**src/sv/rrs_pkg.sv**
```systemverilog
// Shared constants and types for the rounded rectangle row span block.
package rrs_pkg;

   localparam int COORD_BITS_DEF = 13;
   localparam int CSR_IDX_BITS   = 3;

   localparam logic [CSR_IDX_BITS-1:0] REG_RECT_X        = 3'd0;
   localparam logic [CSR_IDX_BITS-1:0] REG_RECT_Y        = 3'd1;
   localparam logic [CSR_IDX_BITS-1:0] REG_RECT_WIDTH    = 3'd2;
   localparam logic [CSR_IDX_BITS-1:0] REG_RECT_HEIGHT   = 3'd3;
   localparam logic [CSR_IDX_BITS-1:0] REG_CORNER_RADIUS = 3'd4;
   localparam logic [CSR_IDX_BITS-1:0] REG_SCREEN_WIDTH  = 3'd5;
   localparam logic [CSR_IDX_BITS-1:0] REG_SCREEN_HEIGHT = 3'd6;

   typedef enum logic [8:0] {
      S_IDLE   = 9'b000000001,
      S_BOUND  = 9'b000000010,
      S_CORNER = 9'b000000100,
      S_SQR    = 9'b000001000,
      S_SQD    = 9'b000010000,
      S_NEED   = 9'b000100000,
      S_TRY    = 9'b001000000,
      S_CHK    = 9'b010000000,
      S_FIN    = 9'b100000000
   } state_type;

endpackage

```
**src/sv/rrs_csr_regs.sv**
```systemverilog
// Configuration register file for the rounded rectangle row span block.
module rrs_csr_regs #(
   parameter int COORD_BITS = rrs_pkg::COORD_BITS_DEF
) (
   input  logic                              clock,
   input  logic                              reset,
   input  logic                              wr_en,
   input  logic [rrs_pkg::CSR_IDX_BITS-1:0]  wr_index,
   input  logic [COORD_BITS:0]               wr_data,
   output logic signed [COORD_BITS:0]        rect_x_ff,
   output logic signed [COORD_BITS:0]        rect_y_ff,
   output logic signed [COORD_BITS:0]        rect_w_ff,
   output logic signed [COORD_BITS:0]        rect_h_ff,
   output logic [COORD_BITS-2:0]             radius_ff,
   output logic [COORD_BITS-1:0]             screen_w_ff,
   output logic [COORD_BITS-1:0]             screen_h_ff
);

   always_ff @(posedge clock) begin
      if (reset) begin
         rect_x_ff   <= '0;
         rect_y_ff   <= '0;
         rect_w_ff   <= '0;
         rect_h_ff   <= '0;
         radius_ff   <= '0;
         screen_w_ff <= '0;
         screen_h_ff <= '0;
      end else if (wr_en) begin
         case (wr_index)
            rrs_pkg::REG_RECT_X:        rect_x_ff   <= wr_data;
            rrs_pkg::REG_RECT_Y:        rect_y_ff   <= wr_data;
            rrs_pkg::REG_RECT_WIDTH:    rect_w_ff   <= wr_data;
            rrs_pkg::REG_RECT_HEIGHT:   rect_h_ff   <= wr_data;
            rrs_pkg::REG_CORNER_RADIUS: radius_ff   <= wr_data[COORD_BITS-2:0];
            rrs_pkg::REG_SCREEN_WIDTH:  screen_w_ff <= wr_data[COORD_BITS-1:0];
            rrs_pkg::REG_SCREEN_HEIGHT: screen_h_ff <= wr_data[COORD_BITS-1:0];
            default: begin
            end
         endcase
      end
   end

endmodule

```
**src/sv/rrs_mul_unit.sv**
```systemverilog
// Shared unsigned multiplier with registered product.
module rrs_mul_unit #(
   parameter int W = rrs_pkg::COORD_BITS_DEF - 1
) (
   input  logic             clock,
   input  logic [W-1:0]     op_a,
   input  logic [W-1:0]     op_b,
   output logic [2*W-1:0]   prod_ff
);

   logic [2*W-1:0] prod_in;

   assign prod_in = (2*W)'(op_a) * (2*W)'(op_b);

   always_ff @(posedge clock) begin
      prod_ff <= prod_in;
   end

endmodule

```
**src/sv/rounded_rect_row_span_core.sv**
```systemverilog
// Top level: rounded rectangle row span generator with shared multiplier sequencer.
//
// Usage:
//   Program the rectangle, corner radius and screen size through the csr_
//   write channel (index = register number) while the block is idle; csr_ready
//   is always high. Each req_ transfer names one screen row; one rsp_ transfer
//   returns draw_row, span_left and span_width for that row.
//   A req_ transfer leads through the bound and corner steps; rows that need no
//   corner inset then go straight to the final step, while corner rows first
//   square the radius and the row offset, form the needed value and then
//   search the root. The corner inset comes from a bit-serial square root
//   search, one result bit per try and compare step pair, through the single
//   shared multiplier. req_stall is high while a row is in work, so one row
//   is in flight at a time; the next row is taken while a result still waits.
//   When rsp_stall holds the result register, a finished row waits in its
//   last step until the register frees.
//   Synchronous reset clears the configuration registers to zero, returns the
//   sequencer to idle and empties the result register.
module rounded_rect_row_span_core #(
   parameter int COORD_BITS = rrs_pkg::COORD_BITS_DEF
) (
   input  logic                              clock,
   input  logic                              reset,
   input  logic                              req_valid,
   output logic                              req_stall,
   input  logic [COORD_BITS-1:0]             req_row,
   output logic                              rsp_valid,
   input  logic                              rsp_stall,
   output logic                              rsp_draw_row,
   output logic [COORD_BITS-1:0]             rsp_span_left,
   output logic [COORD_BITS-1:0]             rsp_span_width,
   input  logic                              csr_valid,
   output logic                              csr_ready,
   input  logic [rrs_pkg::CSR_IDX_BITS-1:0]  csr_index,
   input  logic [COORD_BITS:0]               csr_wdata
);

   localparam int CB = COORD_BITS;
   localparam int PB = COORD_BITS + 1;
   localparam int RB = COORD_BITS - 1;
   localparam int EW = COORD_BITS + 3;
   localparam int MW = 2 * RB;

   logic signed [PB-1:0] rect_x, rect_y, rect_w, rect_h;
   logic [RB-1:0]        radius;
   logic [CB-1:0]        screen_w, screen_h;

   rrs_pkg::state_type state_ff, state_in;

   logic [CB-1:0]        row_ff;
   logic                 nodraw_ff, corner_ff;
   logic signed [EW-1:0] sx_ff, sy_ff, exc_ff, eyc_ff, ly_ff;
   logic [RB-1:0]        r_ff, dy_ff, acc_ff, bit_ff;
   logic [MW-1:0]        rr_ff, need_ff;
   logic                 out_valid_ff, out_draw_ff;
   logic [CB-1:0]        out_left_ff, out_width_ff;

   logic [RB-1:0]        mul_a;
   logic [MW-1:0]        prod;

   logic signed [EW-1:0] x_e, y_e, w_e, h_e, sw_e, sh_e, py_e, rq_e, r_e;
   logic signed [EW-1:0] ex, ey, minwh, maxr, ly, hmr, dy_top, dy_bot;
   logic signed [EW-1:0] inset_e, left, right, lc, rc, span;
   logic                 empty, offscr, rowout, top, bot, draw, out_load;
   logic [RB-1:0]        trial, inset;

   assign csr_ready = 1'b1;

   rrs_csr_regs #(.COORD_BITS(COORD_BITS)) u_csr (
      .clock       (clock),
      .reset       (reset),
      .wr_en       (csr_valid & csr_ready),
      .wr_index    (csr_index),
      .wr_data     (csr_wdata),
      .rect_x_ff   (rect_x),
      .rect_y_ff   (rect_y),
      .rect_w_ff   (rect_w),
      .rect_h_ff   (rect_h),
      .radius_ff   (radius),
      .screen_w_ff (screen_w),
      .screen_h_ff (screen_h)
   );

   rrs_mul_unit #(.W(RB)) u_mul (
      .clock   (clock),
      .op_a    (mul_a),
      .op_b    (mul_a),
      .prod_ff (prod)
   );

   assign x_e  = {{(EW-PB){rect_x[PB-1]}}, rect_x};
   assign y_e  = {{(EW-PB){rect_y[PB-1]}}, rect_y};
   assign w_e  = {{(EW-PB){rect_w[PB-1]}}, rect_w};
   assign h_e  = {{(EW-PB){rect_h[PB-1]}}, rect_h};
   assign sw_e = {{(EW-CB){1'b0}}, screen_w};
   assign sh_e = {{(EW-CB){1'b0}}, screen_h};
   assign py_e = {{(EW-CB){1'b0}}, row_ff};
   assign rq_e = {{(EW-RB){1'b0}}, radius};
   assign r_e  = {{(EW-RB){1'b0}}, r_ff};

   // bounds and radius clamp
   assign ex     = x_e + w_e;
   assign ey     = y_e + h_e;
   assign empty  = w_e[EW-1] || (w_e == '0) || h_e[EW-1] || (h_e == '0);
   assign offscr = (x_e >= sw_e) || (y_e >= sh_e) || (ex <= 0) || (ey <= 0);
   assign minwh  = (w_e < h_e) ? w_e : h_e;
   assign maxr   = minwh >>> 1;
   assign ly     = py_e - y_e;

   // corner classification
   assign rowout = (py_e < sy_ff) || (py_e >= eyc_ff);
   assign hmr    = h_e - r_e;
   assign top    = (r_ff != '0) && (ly_ff < r_e);
   assign bot    = (r_ff != '0) && !top && (ly_ff >= hmr);
   assign dy_top = r_e - ly_ff - EW'(1);
   assign dy_bot = ly_ff - hmr;

   assign trial = acc_ff | bit_ff;

   always_comb begin
      case (state_ff)
         rrs_pkg::S_SQR: mul_a = r_ff;
         rrs_pkg::S_SQD: mul_a = dy_ff;
         rrs_pkg::S_TRY: mul_a = trial;
         default:        mul_a = '0;
      endcase
   end

   // final span
   assign inset   = corner_ff ? (r_ff - acc_ff - RB'(1)) : '0;
   assign inset_e = {{(EW-RB){1'b0}}, inset};
   assign left    = x_e + inset_e;
   assign right   = ex - inset_e;
   assign lc      = (left < sx_ff) ? sx_ff : left;
   assign rc      = (right > exc_ff) ? exc_ff : right;
   assign span    = rc - lc;
   assign draw    = !nodraw_ff && !span[EW-1] && (span != '0);
   assign out_load = (state_ff == rrs_pkg::S_FIN) && (!out_valid_ff || !rsp_stall);

   always_comb begin
      state_in = state_ff;
      case (state_ff)
         rrs_pkg::S_IDLE:   if (req_valid) state_in = rrs_pkg::S_BOUND;
         rrs_pkg::S_BOUND:  state_in = rrs_pkg::S_CORNER;
         rrs_pkg::S_CORNER: state_in = ((top || bot) && !nodraw_ff && !rowout) ?
                                       rrs_pkg::S_SQR : rrs_pkg::S_FIN;
         rrs_pkg::S_SQR:    state_in = rrs_pkg::S_SQD;
         rrs_pkg::S_SQD:    state_in = rrs_pkg::S_NEED;
         rrs_pkg::S_NEED:   state_in = rrs_pkg::S_TRY;
         rrs_pkg::S_TRY:    state_in = rrs_pkg::S_CHK;
         rrs_pkg::S_CHK:    state_in = bit_ff[0] ? rrs_pkg::S_FIN : rrs_pkg::S_TRY;
         rrs_pkg::S_FIN:    if (out_load) state_in = rrs_pkg::S_IDLE;
         default:           state_in = rrs_pkg::S_IDLE;
      endcase
   end

   always_ff @(posedge clock) begin
      if (reset) begin
         state_ff     <= rrs_pkg::S_IDLE;
         out_valid_ff <= 1'b0;
      end else begin
         state_ff <= state_in;
         if (out_load) begin
            out_valid_ff <= 1'b1;
         end else if (!rsp_stall) begin
            out_valid_ff <= 1'b0;
         end
      end
   end

   always_ff @(posedge clock) begin
      case (state_ff)
         rrs_pkg::S_IDLE: begin
            if (req_valid) row_ff <= req_row;
         end
         rrs_pkg::S_BOUND: begin
            nodraw_ff <= empty || offscr;
            sx_ff     <= x_e[EW-1] ? '0 : x_e;
            sy_ff     <= y_e[EW-1] ? '0 : y_e;
            exc_ff    <= (ex > sw_e) ? sw_e : ex;
            eyc_ff    <= (ey > sh_e) ? sh_e : ey;
            r_ff      <= (rq_e > maxr) ? maxr[RB-1:0] : radius;
            ly_ff     <= ly;
         end
         rrs_pkg::S_CORNER: begin
            nodraw_ff <= nodraw_ff || rowout;
            corner_ff <= top || bot;
            dy_ff     <= top ? dy_top[RB-1:0] : dy_bot[RB-1:0];
         end
         rrs_pkg::S_SQD: begin
            rr_ff <= prod;
         end
         rrs_pkg::S_NEED: begin
            need_ff <= rr_ff - prod;
            acc_ff  <= '0;
            bit_ff  <= {1'b1, {(RB-1){1'b0}}};
         end
         rrs_pkg::S_CHK: begin
            if (prod < need_ff) acc_ff <= trial;
            bit_ff <= bit_ff >> 1;
         end
         default: begin
         end
      endcase
      if (out_load) begin
         out_draw_ff  <= draw;
         out_left_ff  <= draw ? lc[CB-1:0] : '0;
         out_width_ff <= draw ? span[CB-1:0] : '0;
      end
   end

   assign req_stall      = (state_ff != rrs_pkg::S_IDLE);
   assign rsp_valid      = out_valid_ff;
   assign rsp_draw_row   = out_draw_ff;
   assign rsp_span_left  = out_left_ff;
   assign rsp_span_width = out_width_ff;

   a_accept_starts : assert property (@(posedge clock) disable iff (reset)
      (req_valid && !req_stall) |=> (state_ff == rrs_pkg::S_BOUND))
      else $error("accepted row did not start the sequence");

   a_chk_after_try : assert property (@(posedge clock) disable iff (reset)
      (state_ff == rrs_pkg::S_CHK) |-> ($past(state_ff) == rrs_pkg::S_TRY))
      else $error("compare step without a multiply step");

   a_root_below_r : assert property (@(posedge clock) disable iff (reset)
      (state_ff == rrs_pkg::S_FIN && corner_ff && !nodraw_ff) |-> (acc_ff < r_ff))
      else $error("root search exceeded radius");

   a_draw_width : assert property (@(posedge clock) disable iff (reset)
      (rsp_valid && rsp_draw_row) |-> (rsp_span_width != '0))
      else $error("drawn row with empty span");

   a_nodraw_zero : assert property (@(posedge clock) disable iff (reset)
      (rsp_valid && !rsp_draw_row) |-> (rsp_span_width == '0 && rsp_span_left == '0))
      else $error("undrawn row with nonzero fields");

endmodule
```
**config.mk**
```make
export PLATFORM = sky130hd
export DESIGN_NAME = rounded_rect_row_span_core
export DESIGN_NICKNAME = d
export VERILOG_FILES = /design/src/sv/rrs_pkg.sv /design/src/sv/rrs_csr_regs.sv /design/src/sv/rrs_mul_unit.sv /design/src/sv/rounded_rect_row_span_core.sv
export SDC_FILE = /design/constraint.sdc
export NUM_CORES = 1
export LEC_CHECK = 0
export BUFFER_PORTS_ARGS = -buffer_cell sky130_fd_sc_hd__buf_2
export CORE_ASPECT_RATIO = 1.75
export CORE_UTILIZATION = 25
export DETAILED_ROUTE_END_ITERATION = 12
export PLACE_DENSITY = 0.46
export SLEW_MARGIN = 20
export SYNTH_ARGS = -nofsm -noshare
export SYNTH_HDL_FRONTEND = slang
export SYNTH_HIERARCHICAL = 1
export SYNTH_SLANG_ARGS = --single-unit
```
**constraint.sdc**
```tcl
create_clock -name clock -period 13.3 [get_ports clock]
set_input_delay 3.325 -clock clock [delete_from_list [all_inputs] [get_ports clock]]
set_output_delay 3.325 -clock clock [all_outputs]
set_load 0.03 [all_outputs]
```
==> flow_metrics.env <==
export IMPL_antenna_cells=0
export IMPL_fin_crit_sh=0.6817
export IMPL_area_delta_synth_final_pct=12.12
export IMPL_p_total_mw=2.809
export IMPL_syn_avg_cell_area_um2=9.597
export IMPL_p_int_mw=2.007
export IMPL_p_comb_frac=0.187
export IMPL_die_y_um=447.2
export IMPL_netlist_area_leader_share=0.2217
export IMPL_syn_area_um2=28310
export IMPL_hold_class="reg -> reg"
export IMPL_wire_per_inst_um=17.79
export IMPL_setup_ws_ps=4233
export IMPL_async_flop_share=0
export IMPL_core_um2=112600
export IMPL_rsz0062_at_grt="false"
export IMPL_cts_tree="done"
export IMPL_p_per_area_nw_per_um2=88.50
export IMPL_max_stage_delay_ps=660
export IMPL_drv_cap=0
export IMPL_period_needed_ps=9067
export IMPL_num_rows=163
export IMPL_tightest_slew_ps=1067
export IMPL_placedCellCount=4457
export IMPL_grt_usage=0.1417
export IMPL_ys_ff_latch=337
export IMPL_p_sw_mw=0.8024
export IMPL_cts_buffers=39
export IMPL_ys_flop_type="edfxtp_1"
export IMPL_worstPathRequired_ps=13640
export IMPL_crit_family="compound AO/OA/AOI/OAI gates"
export IMPL_grt_pass1_wl_um=125200
export IMPL_grt_overflow=0
export IMPL_ys_types=90
export IMPL_cts_sinks=337
export IMPL_syn_nets=3475
export IMPL_h_tree_depth=2
export IMPL_crit_buf_inv=0
export IMPL_grt_max_degree=65
export IMPL_cts_resized=0
export IMPL_crit_slowest_cell="ha_1"
export IMPL_relSlewSlack=0.2852
export IMPL_ioPinCount=65
export IMPL_crit_arrival_ps=9410
export IMPL_root_buffer="clkbuf_16"
export IMPL_pre_cts_ws_ps=3934
export IMPL_synth_most_common_cell="inv_1"
export IMPL_clk_latency_ps=600
export IMPL_yosys_area_top_type="edfxtp_1"
export IMPL_post_route_drc_count=0
export IMPL_startpoint_type="register"
export IMPL_io_buffers=63
export IMPL_power_switching_fraction=0.2856
export IMPL_vias=20680
export IMPL_power_leakage_nw=14.68
export IMPL_hold_violations=0
export IMPL_antenna_left=0
export IMPL_die_width_um=256.4
export IMPL_cts_setup_buffers=0
export IMPL_critical_path_class="reg -> reg"
export IMPL_dieArea_um2=114600
export IMPL_cp_max_fo=15
export IMPL_power_frac_seq=0.410
export IMPL_drtIter0Drc=659
export IMPL_peakVddDrop_mv=0.09521
export IMPL_postCtsHoldBufs=0
export IMPL_clk_pin_slew_worst_paths_ps=60
export IMPL_initial_core_util=0.2515
export IMPL_maxSlewViolCount=0
export IMPL_final_nets=3538
export IMPL_final_cells=4527
export IMPL_setup_viol=0
export IMPL_clockBufferDepth=3
export IMPL_synth_common_cells="401 x inv_1, 379 x ha_1, 209 x edfxtp_1, 178 x nor2_1, 165 x nand2_1"
export IMPL_synth_yosys_seq_area_share=0.3122
export IMPL_clkPwrFrac=0.403
export IMPL_dp_hpwl_um=65700
export IMPL_timing_fmax_mhz=110.3
export IMPL_grt_pass1_vias=21930
export IMPL_synthCells=2950
export IMPL_outcome="complete, no violations"
export IMPL_totalWireLength_um=80550
export IMPL_synth_area_leaders="edfxtp_1 22%, ha_1 17%, dfxtp_1 9.1%"
export IMPL_yosysWarnings=6
export IMPL_synth_edf_count=209
export IMPL_end_kind="register"
export IMPL_clock_skew_ps=27.25
export IMPL_setup_tns_ps=0
export IMPL_post_drt_via_cell_ratio=4.569
export IMPL_antenna_found_initial=5
export IMPL_drive_gt1_frac=0.07659
export IMPL_drtPass1Iterations=5
export IMPL_place_gp_congestion=0.8703
-- kinds of logic after synthesis --
group,Yosys count,share of synthesized area
xor+xnor,138,0.04269
buf+inv,472,0.06360
other cells,1,0.0001325
simple gates,799,0.1477
compound gates,539,0.1244
fa+ha+maj,490,0.2460
flops,337,0.3122
mux,174,0.06329
-- per-layer routing --
metal  GRT usage  up-vias  wire length [um]
met5           0        -                 0
met4     0.04875        0              2725
met3     0.01206      114              1359
met2      0.2990      222             46540
met1      0.1399     9973             29930
li1            -    10380                 -
-- state kept, by name, indices dropped and copies added (netlist names), 13 cells and up --
signal,flops
eyc_ff,15
u_csr/screen_h_ff,13
u_csr/rect_h_ff,14
rr_ff,24
u_csr/rect_y_ff,14
rsp_span_left,13
exc_ff,15
row_ff,13
ly_ff,15
sy_ff,13
sx_ff,13
u_csr/screen_w_ff,13
u_csr/rect_x_ff,14
need_ff,24
u_mul/prod_ff,24
rsp_span_width,13
u_csr/rect_w_ff,14
-- cell usage in the layout (no fill, tap or decap), types with 9 or more instances in the layout --
cell type / n
a2111oi_0: 10
a211oi_1: 22
a21o_1: 68
a21oi_1: 147
a22oi_1: 13
a31oi_1: 17
and2_1: 75
and3_1: 11
buf_2: 63
buf_4: 29
clkbuf_16: 39
dfxtp_1: 128
edfxtp_1: 209
fa_1: 111
ha_1: 379
inv_1: 400
mux2_2: 39
mux2i_1: 133
nand2_1: 165
nand2b_1: 137
nand3_1: 30
nand3b_1: 9
nand4_1: 23
nor2_1: 178
nor2b_1: 53
nor3_1: 40
nor4_1: 21
o211ai_1: 10
o21a_1: 37
o21ai_0: 102
o21ai_1: 15
o21bai_1: 18
or2_2: 12
xnor2_1: 96
xor2_1: 42
-- worst register-to-register path: cells and delay by family (launching register included) --
| family | cells | cell delay [ps] |
|---|---|---|
| AOI/OAI and AO/OA | 18 | 4420 |
| xor gates and xnor gates | 2 | 290 |
| adders and majority gates | 6 | 2240 |
| DFF | 1 | 490 |
| muxes | 1 | 590 |
| and+or+nand+nor | 6 | 820 |
-- through the flow --
| step | util | area (um2) | hold slack, ps |
|---|---|---|---|
| 3_3_place_gp | 0.2704 | 30440 | 449.7 |
| 5_1_grt | 0.2820 | 31740 | 471.6 |
| 6_report | 0.2820 | 31740 | 451.6 |
| 4_1_cts | 0.2819 | 31740 | 456.4 |
| 2_1_floorplan | - | 28310 | 425.5 |
| 3_5_place_dp | 0.2704 | 30440 | 447.9 |
-- power by group through the flow --
| stage | sequential, mW | combinational (mW) | clock [mW] |
|---|---|---|---|
| 2_1_floorplan | 1.16 | 0.389 | 0 |
| 3_3_place_gp | 1.18 | 0.527 | 0 |
| 3_5_place_dp | 1.18 | 0.528 | 0 |
| 4_1_cts | 1.15 | 0.531 | 1.17 |
| 5_1_grt | 1.15 | 0.581 | 1.20 |
| 6_report | 1.15 | 0.524 | 1.13 |
-- cell type report --
cell class                 instances  area [um2]
fill                           12010       80840
multi-input combinational       2141       17700
sequential                       337        8838
tap                             1485        1858
inverter                         402        1510
clock buffer                      48        1030
timing repair buffer              92       533.0
clock inverter                    22       271.5
-- final timing paths --
check,startpoint,to,slack [ps],depth (start not counted)
setup / recovery,r_ff[0]$_DFFE_PP_,rsp_span_left[0]$_SDFFCE_PN0P_,4230,33
hold reg to reg,u_mul/prod_ff[2]$_DFF_P_,rr_ff[2]$_DFFE_PN_,450,0
hold / removal,u_mul/prod_ff[2]$_DFF_P_,rr_ff[2]$_DFFE_PN_,450,0
setup reg to reg,r_ff[0]$_DFFE_PP_,rsp_span_left[0]$_SDFFCE_PN0P_,4230,33
Power figures use the tool's default switching activity.
